--- config.mk ---
export PLATFORM = sky130hd
export DESIGN_NAME = sparse_array_store_top
export DESIGN_NICKNAME = d
export VERILOG_FILES = /design/src/rtl/core/sas_pkg.sv /design/src/rtl/core/sparse_array_store_top.sv
export SDC_FILE = /design/constraint.sdc
export NUM_CORES = 1
export LEC_CHECK = 0
export BUFFER_PORTS_ARGS = -buffer_cell sky130_fd_sc_hd__clkbuf_2
export CAP_MARGIN = 20
export CORE_MARGIN = 5
export CORE_UTILIZATION = 45
export DETAILED_ROUTE_END_ITERATION = 10
export SLEW_MARGIN = 20
export SYNTH_ARGS = -nofsm -noshare
export SYNTH_HDL_FRONTEND = slang
export SYNTH_SLANG_ARGS = --single-unit
--- constraint.sdc ---
create_clock -name clk -period 17.8 [get_ports clk]
set_input_delay 2.67 -clock clk [delete_from_list [all_inputs] [get_ports clk]]
set_output_delay 2.67 -clock clk [all_outputs]
set_load 0.05 [all_outputs]
--- src/rtl/core/sas_pkg.sv ---
// Package for the sparse array store: command codes, sequencer states, field widths.
// Depends on nothing.
`default_nettype none

package sas_pkg;

    localparam int unsigned CMD_WIDTH   = 3;
    localparam int unsigned POS_WIDTH   = 32;
    localparam int unsigned FIELD_WIDTH = 32;

    typedef enum logic [CMD_WIDTH-1:0] {
        CMD_READ     = 3'd0,
        CMD_ASSIGN   = 3'd1,
        CMD_ADD      = 3'd2,
        CMD_PRE_INC  = 3'd3,
        CMD_POST_INC = 3'd4
    } sas_cmd_t;

    typedef enum logic [3:0] {
        ST_CLEAR  = 4'b0001,
        ST_IDLE   = 4'b0010,
        ST_SCAN   = 4'b0100,
        ST_UPDATE = 4'b1000
    } sas_state_t;

endpackage

`default_nettype wire

--- src/rtl/core/sparse_array_store_top.sv ---
// Each accepted word is checked against every slot in a scan, then the update step writes the
// result register. A new word is taken only in the idle state, after that result is written;
// the slot scan reads one slot a cycle from the single read port of the slot memory and one
// comparator checks it. Reset: rst_n clears control state at once, then a clearing pass marks
// every slot free; s_tready stays low during that pass.
// Depends on sas_pkg.
`default_nettype none

module sparse_array_store_top #(
    parameter int unsigned ENTRIES     = 16,
    parameter int unsigned VALUE_WIDTH = 32
) (
    input  wire logic        clk,
    input  wire logic        rst_n,
    // Request stream
    input  wire logic        s_tvalid,
    output logic             s_tready,
    input  wire logic [63:0] s_tdata,   // [31:0] element_index, [63:32] operand_value
    input  wire logic [2:0]  s_tuser,   // [2:0] command
    // Result stream
    output logic             m_tvalid,
    input  wire logic        m_tready,
    output logic [31:0]      m_tdata,   // [31:0] result_value
    output logic [0:0]       m_tuser    // [0] table_full
);

    localparam int unsigned AW = (ENTRIES > 1) ? $clog2(ENTRIES) : 1;
    localparam logic [AW-1:0] LAST = AW'(ENTRIES - 1);
    localparam int unsigned PW = sas_pkg::POS_WIDTH;
    localparam int unsigned FW = sas_pkg::FIELD_WIDTH;

    // One slot of the table: occupancy, array position and stored value.
    typedef struct packed {
        logic                   valid;
        logic [PW-1:0]          position;
        logic [VALUE_WIDTH-1:0] content;
    } slot_t;

    // Slot memory: one write port, one registered read port.
    slot_t mem [ENTRIES];
    slot_t rd_data_reg;

    sas_pkg::sas_state_t state_reg, state_next;

    logic [AW-1:0]          clr_reg, clr_next;
    logic [AW-1:0]          rd_addr_reg, rd_addr_next;
    logic [AW-1:0]          chk_reg, chk_next;
    logic                   rd_live_reg, rd_live_next;
    logic                   hit_reg, hit_next;
    logic [AW-1:0]          hit_idx_reg, hit_idx_next;
    logic [VALUE_WIDTH-1:0] old_reg, old_next;
    logic                   free_reg, free_next;
    logic [AW-1:0]          free_idx_reg, free_idx_next;
    logic [2:0]             cmd_reg, cmd_next;
    logic [PW-1:0]          pos_reg, pos_next;
    logic [VALUE_WIDTH-1:0] opv_reg, opv_next;
    logic                   m_tvalid_reg, m_tvalid_next;
    logic [FW-1:0]          m_tdata_reg, m_tdata_next;
    logic                   m_tuser_reg, m_tuser_next;

    logic                   mem_we;
    logic [AW-1:0]          mem_wa;
    slot_t                  mem_wd;

    logic                   s_fire;
    logic                   out_free;
    logic                   upd_fire;
    logic                   is_mod;
    logic [VALUE_WIDTH-1:0] opv_in;
    logic [VALUE_WIDTH-1:0] old_val;
    logic [VALUE_WIDTH-1:0] addend;
    logic [VALUE_WIDTH-1:0] sum;
    logic [VALUE_WIDTH-1:0] nv;
    logic [VALUE_WIDTH-1:0] res;
    logic                   nv_zero;
    logic                   full;
    logic [FW-1:0]          res_field;

    // Bring the 32-bit operand to the value width, and the result back to 32 bits.
    generate
        if (VALUE_WIDTH >= FW) begin : g_wide
            assign opv_in    = {{(VALUE_WIDTH - FW){s_tdata[63]}}, s_tdata[63:32]};
            assign res_field = res[FW-1:0];
        end else begin : g_narrow
            assign opv_in    = s_tdata[32 +: VALUE_WIDTH];
            assign res_field = {{(FW - VALUE_WIDTH){res[VALUE_WIDTH-1]}}, res};
        end
    endgenerate

    assign s_tready = (state_reg == sas_pkg::ST_IDLE);
    assign s_fire   = s_tvalid && s_tready;
    assign out_free = !m_tvalid_reg || m_tready;
    assign upd_fire = (state_reg == sas_pkg::ST_UPDATE) && out_free;

    assign m_tvalid   = m_tvalid_reg;
    assign m_tdata    = m_tdata_reg;
    assign m_tuser[0] = m_tuser_reg;

    // Shared adder and zero test of the update step.
    always_comb
    begin
        is_mod  = (cmd_reg == sas_pkg::CMD_ASSIGN) || (cmd_reg == sas_pkg::CMD_ADD)
               || (cmd_reg == sas_pkg::CMD_PRE_INC) || (cmd_reg == sas_pkg::CMD_POST_INC);
        old_val = hit_reg ? old_reg : '0;
        addend  = (cmd_reg == sas_pkg::CMD_ADD) ? opv_reg : VALUE_WIDTH'(1);
        sum     = old_val + addend;
        if (cmd_reg == sas_pkg::CMD_ASSIGN)
            nv = opv_reg;
        else if (is_mod)
            nv = sum;
        else
            nv = old_val;
        if (is_mod && (cmd_reg != sas_pkg::CMD_POST_INC))
            res = nv;
        else
            res = old_val;
        nv_zero = (nv == '0);
        full    = is_mod && !nv_zero && !hit_reg && !free_reg;
    end

    // Sequencer: clearing pass, request capture, slot scan, update and result.
    always_comb
    begin
        state_next    = state_reg;
        clr_next      = clr_reg;
        rd_addr_next  = rd_addr_reg;
        chk_next      = chk_reg;
        rd_live_next  = 1'b0;
        hit_next      = hit_reg;
        hit_idx_next  = hit_idx_reg;
        old_next      = old_reg;
        free_next     = free_reg;
        free_idx_next = free_idx_reg;
        cmd_next      = cmd_reg;
        pos_next      = pos_reg;
        opv_next      = opv_reg;
        m_tvalid_next = m_tvalid_reg && !m_tready;
        m_tdata_next  = m_tdata_reg;
        m_tuser_next  = m_tuser_reg;
        mem_we        = 1'b0;
        mem_wa        = clr_reg;
        mem_wd        = '0;

        unique case (state_reg)
            sas_pkg::ST_CLEAR:
            begin
                mem_we   = 1'b1;
                clr_next = clr_reg + AW'(1);
                if (clr_reg == LAST)
                    state_next = sas_pkg::ST_IDLE;
            end
            sas_pkg::ST_IDLE:
            begin
                if (s_fire)
                begin
                    cmd_next     = s_tuser;
                    pos_next     = s_tdata[31:0];
                    opv_next     = opv_in;
                    rd_addr_next = '0;
                    hit_next     = 1'b0;
                    free_next    = 1'b0;
                    state_next   = sas_pkg::ST_SCAN;
                end
            end
            sas_pkg::ST_SCAN:
            begin
                // Issue the next read, check the slot whose read was issued in the previous cycle.
                chk_next     = rd_addr_reg;
                rd_live_next = 1'b1;
                if (rd_addr_reg != LAST)
                    rd_addr_next = rd_addr_reg + AW'(1);
                if (rd_live_reg)
                begin
                    if (rd_data_reg.valid && (rd_data_reg.position == pos_reg) && !hit_reg)
                    begin
                        hit_next     = 1'b1;
                        hit_idx_next = chk_reg;
                        old_next     = rd_data_reg.content;
                    end
                    if (!rd_data_reg.valid && !free_reg)
                    begin
                        free_next     = 1'b1;
                        free_idx_next = chk_reg;
                    end
                    if (chk_reg == LAST)
                    begin
                        rd_live_next = 1'b0;
                        state_next   = sas_pkg::ST_UPDATE;
                    end
                end
            end
            sas_pkg::ST_UPDATE:
            begin
                // Hold here until the result register can take the word.
                if (upd_fire)
                begin
                    m_tvalid_next = 1'b1;
                    m_tdata_next  = res_field;
                    m_tuser_next  = full;
                    state_next    = sas_pkg::ST_IDLE;
                    if (is_mod && hit_reg)
                    begin
                        // Overwrite the slot, or drop it when the value became zero.
                        mem_we = 1'b1;
                        mem_wa = hit_idx_reg;
                        mem_wd = nv_zero ? slot_t'('0) : slot_t'{1'b1, pos_reg, nv};
                    end
                    else if (is_mod && !nv_zero && free_reg)
                    begin
                        mem_we = 1'b1;
                        mem_wa = free_idx_reg;
                        mem_wd = slot_t'{1'b1, pos_reg, nv};
                    end
                end
            end
            default:
            begin
                state_next = sas_pkg::ST_IDLE;
            end
        endcase
    end

    always_ff @(posedge clk or negedge rst_n)
    begin
        if (!rst_n)
        begin
            state_reg    <= sas_pkg::ST_CLEAR;
            clr_reg      <= '0;
            rd_live_reg  <= 1'b0;
            hit_reg      <= 1'b0;
            free_reg     <= 1'b0;
            m_tvalid_reg <= 1'b0;
        end
        else
        begin
            state_reg    <= state_next;
            clr_reg      <= clr_next;
            rd_live_reg  <= rd_live_next;
            hit_reg      <= hit_next;
            free_reg     <= free_next;
            m_tvalid_reg <= m_tvalid_next;
        end
    end

    always_ff @(posedge clk)
    begin
        rd_addr_reg  <= rd_addr_next;
        chk_reg      <= chk_next;
        hit_idx_reg  <= hit_idx_next;
        old_reg      <= old_next;
        free_idx_reg <= free_idx_next;
        cmd_reg      <= cmd_next;
        pos_reg      <= pos_next;
        opv_reg      <= opv_next;
        m_tdata_reg  <= m_tdata_next;
        m_tuser_reg  <= m_tuser_next;
    end

    // Slot memory write port.
    always_ff @(posedge clk)
    begin
        if (mem_we)
            mem[mem_wa] <= mem_wd;
    end

    // Slot memory read port, registered.
    always_ff @(posedge clk)
    begin
        rd_data_reg <= mem[rd_addr_reg];
    end

endmodule

`default_nettype wire

* After elaboration in Yosys (flattened, before gate mapping)
Memories as Yosys holds them, arrays and structs flattened. A register that Yosys moved wholly into a read port is not among the register bits.
Index checks and enable logic that the tools add are counted.
Widths: inputs -> output; s select.
** Cells by class
- $add $sub $neg :: 3
- Equality and inequality tests :: 21
- Mux-type cells :: 41
- Reductions and logical operators :: 32
** Operators by type and width (count)
- $mux 65 :: 5
- $mux 32 :: 5
- $mux 4 :: 11
- $add 32x32->32 :: 1
- $eq 32x32->1 :: 1
- $logic_not 32->1 :: 1
- $pmux 4 s4 :: 1
- $mux 1 :: 15
- $ne 2x2->1 const B :: 7
- $eq 4x4->1 const B :: 3
- $logic_and 1x1->1 :: 12
- $reduce_and 3->1 :: 3
- $add 4x1->4 const B :: 2
- $pmux 4 s2 :: 1
- $reduce_and 4->1 :: 2
- $eq 3x2->1 const B :: 2
- $logic_not 1->1 :: 6
- $pmux 1 s2 :: 3
- $reduce_and 5->1 :: 1
- $eq 4x1->1 const B :: 1
- $eq 4x2->1 const B :: 1
- $eq 4x3->1 const B :: 1
- $logic_or 1x1->1 :: 4
- $ne 4x4->1 const B :: 1
- other kinds (6) :: 7
** Storage, ports and cells
- Register bits :: 160
- RAM bits :: 1040
- Input port bits :: 71
- Output and inout bits :: 35
- Word-level logic and storage cells :: 114
- Memories :: 1
** Memories
- mem :: words 16, width 65, read ports 1, clocked after Yosys merged registers in 1, wr ports 1, line sparse_array_store_top.sv:40 : slot_t mem [ENTRIES];

* Longest topological paths before layout
- Depth after elaboration :: 16
- Gate-level depth with buffers :: 19
- Depth with buffers taken out :: 16

* Least setup slack after synthesis
OpenSTA, ideal clock, no wires.
- Path type :: in2reg
- Start point :: input port m_tready
- End point :: memory mem[1][0] (netlist bit), enable pin
- Setup time :: 0.489 ns
- Data arrival time :: 10.339 ns
- Data required time :: 17.311 ns
- Slack :: 6.972 ns
- Cell stages on the path :: 9
- Buffers on the path :: 0
- Cell sequence :: nand2b_1 nor4b_1 and2_1 nand3b_1 inv_1 nand2_1 mux2_4 a21bo_2 nor2_1
** Between the ends
- Word-level cells in the longest chain between the ends :: 6
- Elaborated cells on any way between the ends :: 8
- Those cells by class :: mux (6); reduce/logical (2)
** RTL lines
- from (decl) :: line sparse_array_store_top.sv:22 : input wire logic m_tready,
- $logic_or 1x1->1 (*) :: line sparse_array_store_top.sv:92 : assign out_free = !m_tvalid_reg || m_tready;
- $logic_and 1x1->1 (*) :: line sparse_array_store_top.sv:93 : assign upd_fire = (state_reg == sas_pkg::ST_UPDATE) && out_free;
- $mux 1 :: line sparse_array_store_top.sv:195 : if (upd_fire)
- $pmux 1 s2 :: line sparse_array_store_top.sv:144 : unique case (state_reg)
- $mux 1 :: line sparse_array_store_top.sv:262 : if (mem_we)
- $mux 1 (implied by the code) :: line sparse_array_store_top.sv:263 : mem[mem_wa] <= mem_wd;
- to (decl) :: line sparse_array_store_top.sv:40
Every way passes the cells marked *; elsewhere a longest branch is shown, timed or not.

* Worst setup path in the final report
- Start point :: register cmd_reg[2]
- End point :: memory mem[2][8] (netlist bit), enable pin
** Between the ends
- Word-level cells in the longest chain between the ends :: 16
- Elaborated cells on any way between the ends :: 26
- Those cells by class :: add/sub (1); eq/ne (4); mux (13); reduce/logical (8)
** RTL lines
- from (decl) :: line sparse_array_store_top.sv:54 : logic [2:0] cmd_reg, cmd_next;
- from (signal assigned) :: line sparse_array_store_top.sv:252 : cmd_reg <= cmd_next;
- parallel branches: the longest is 16 deep, another holds $add 32x32->32
Several ways; the timed one is not identified.

==> out/results.tsv <==
stage	metric	value	unit
run_status	status	finished clean	
sta	Worst-Margin Slew	1090	ps
clocking	root buffer cell	clkbuf_16	
sta	max frequency	0.126	GHz
synthesis	Mapped Area	0.0499	mm^2
cells_and_area	layout net count	2757	
floorplan	die height	343	um
global_routing	initial antenna violation count	1	
setup_path	WP data required	18150	ps
setup_path	CP max stage delay	990	ps
sta	Fin Setup TNS	0	ps
place	post-detail-place hpwl	68.4	mm
global_routing	global route overflow	0	
place	port bufs	105	
cells_and_area	fillers	8651	
cells_and_area	number of flip-flops in the largest register	1040	
sta	Clock Skew	31.9	ps
cells_and_area	multi-input logic area	0.0123	mm^2
synthesis	synthesized flop and latch total	1265	
clocking	Worst-Skew Late Latency	750	ps
setup_path	CP bufs+invs	2	
cells_and_area	register area	0.0373	mm^2
sta	RSZ-0062 raised after global routing	no	
detailed_routing	Routed Antenna Nets	0	
setup_path	cell chain of the critical path	nor3b_2 -> buf_4 -> and2_1 -> ha_1 -> a21o_1 -> a31oi_1 -> nand2_1 -> a211oi_1 -> o21a_1 -> xnor2_1 -> o21ai_0 -> nand4_1 -> nor3_4 -> mux2_4 -> nand4bb_1 -> nor2_4 -> buf_4	
sta	endpoints failing hold	0	
synthesis	Post-synth EDFFs	1188	
cells_and_area	layout cells sized above 1	27.1	%
job	max-cap check violation count	0	
synthesis	Synth area leaders	edfxtp_1 72%, mux4_2 15%, dfxtp_1 2.6%	
sta	fin crit period	7960	ps
synthesis	Mapped Nets	2570	
detailed_routing	post-DR vias/cell	5.80	
floorplan	Core Rows	122	
cells_and_area	synth-to-layout area growth	14.3	%
clocking	post-cts resize count	0	
detailed_routing	final WL	119	mm
global_routing	largest net degree at the start of global routing	126	
hold_path	type of the tightest min-delay check	reg -> reg	
sta	Slew headroom	27.2	%
synthesis	Post-synth top cells	1,188 x edfxtp_1, 325 x mux4_2, 103 x and2_1, 103 x clkbuf_1, 82 x nand2_1	
sta	Final Cycle Share	44.7	%
setup_path	FF-to-FF Start	cmd_reg[2]	
synthesis	Synth top area share	71.5	%
pwr	leakage power total	15.8	nW
synthesis	Synth cell types	78	
setup_path	crit start category	flip-flop	
global_routing	vias in the first global route	25700	
pwr	VDD IR max	0.0000957	V
hold_path	hold_sp	rd_data_reg[27]	
setup_path	kind of critical path	reg -> reg	
global_routing	Total GRT Usage	20.3	%
clocking	setup repair bufs after CTS	0	
synthesis	most numerous cell in the Yosys netlist	edfxtp_1	
setup_path	crit path max fanout	40	
clocking	CTS buffer count	134	
sta	Pins Over Slew Limit	0	
detailed_routing	post-DR wirelength/cell	28.0	um
synthesis	Synth Flop Type	edfxtp_1	
sta	Finish-stage setup viols	0	
detailed_routing	initial DRC count	2059	
synthesis	area leader, netlist	edfxtp_1	
detailed_routing	TritonRoute pass-1 iters	6	
clocking	Max Buffers Root-to-Sink	3	
setup_path	CP endpoint kind	flip-flop	
floorplan	die width	343	um
global_routing	first-pass GRT wire length	175	mm
clocking	CTS tree	done	
setup_path	data arrival time of the worst path	8320	ps
synthesis	Post-Syn Instances	2465	
synthesis	Yosys warning total	0	
setup_path	cell family with most CP delay	simple AND/OR/NAND/NOR gates	
floorplan	Starting Density	45.2	%
clocking	CTS Sinks	1265	
setup_path	CP dominant cell by count	buf_4	
pwr	total power	0.00708	W
clocking	clock slew at reported path FFs	60	ps
floorplan	IO Count	106	
detailed_routing	Via Count	24700	
floorplan	die area	0.118	mm^2
synthesis	syn_area_per_cell	20.2	um^2
place	routability congestion estimate	0.849	
setup_path	crit path launch	cmd_reg[2]	
floorplan	Core Region	0.110	mm^2
detailed_routing	drt drc	0	
pwr	pwr/cell area	124	mW/mm^2
setup_path	Crit-path slowest cell	nor2_4	
synthesis	fraction of registers with async set or reset after synthesis	0.949	%
synthesis	register area share after synthesis	74.7	%
clocking	htree depth	4	
clocking	hold bufs inserted after CTS	0	
[logic make-up (layout without fill, tap and decap cells)]
logic type	count (synthesis)	count (layout)	synth area share, %
buffers and inverters	139	436	1.05
muxes	335	335	14.9
other	0	1	0
xor gates and xnor gates	58	58	1.02
and+or+nand+nor	399	399	4.32
DFF	1265	1265	74.7
adders and majority gates	34	34	0.868
AOI/OAI and AO/OA	235	235	3.13
[report_power, final]
group | internal [W] | total, W | switching, W
Combinational | 0.000348 | 0.000932 | 0.000584
Sequential | 0.00329 | 0.00335 | 0.0000573
Clock | 0.00166 | 0.00280 | 0.00114
Total | 0.00530 | 0.00708 | 0.00178
[final cells by class]
cell class	count	area share, %
clock buffer	188	6.56
antenna	1	0.00439
inverter	12	0.0812
clock inverter	58	1.29
timing repair buffer	178	1.95
multi-input combinational	1061	21.5
tap	1488	3.26
sequential	1265	65.4
[layer usage]
metal  vias to the layer above  wire [um]  share of wire, %  track usage, %
met3                       162       6710               5.6            3.44
met1                     13100      51400                43            28.6
met2                       818      58300                49            33.1
li1                      10600          -                 -               -
met4                         0       2540               2.1            5.69
met5                         -          0                 0               0
[path summary, 6_finish.rpt]
kind | to | slack [ps] | cells past startpoint
hold reg to reg | old_reg[27] | 400 | 0
setup reg to reg | mem[2][8] | 9840 | 17
max in group asynchronous | state_reg[0] | 15680 | 1
min in group asynchronous | rd_live_reg | 1820 | 1
setup / recovery | mem[2][8] | 9840 | 17
hold / removal | old_reg[27] | 400 | 0
[through the flow]
step,utilization (%),area (um^2),hold slack [ps],worst slack [ps],cells
after global placement,47.6,52500,387,10010,4002
after detailed placement,47.6,52500,389,9900,4002
after CTS,51.6,57000,403,9850,4248
final,51.7,57000,402,9840,4251
after global routing,51.7,57000,415,9480,4250
after floorplan,-,49900,386,6970,2465
[cell usage in the layout (no fill, tap or decap), types with 12 or more instances in the layout]
| master | instances |
|---|---|
| buf_4 | 70 |
| clkinv_1 | 19 |
| nor2_4 | 17 |
| a21oi_1 | 41 |
| nand4_1 | 19 |
| xor2_1 | 39 |
| and3_1 | 13 |
| a21o_1 | 18 |
| mux4_2 | 325 |
| o21ai_0 | 61 |
| nand3_1 | 24 |
| dfxtp_1 | 65 |
| and2_1 | 103 |
| nand2_1 | 82 |
| clkbuf_8 | 12 |
| clkbuf_2 | 105 |
| a31oi_1 | 13 |
| nor2_1 | 40 |
| xnor2_1 | 18 |
| edfxtp_1 | 1188 |
| clkbuf_16 | 137 |
| bufinv_16 | 12 |
| nor3_1 | 31 |
| ha_1 | 33 |
| clkbuf_1 | 39 |
Note: power is estimated with default switching activity, not from simulation.
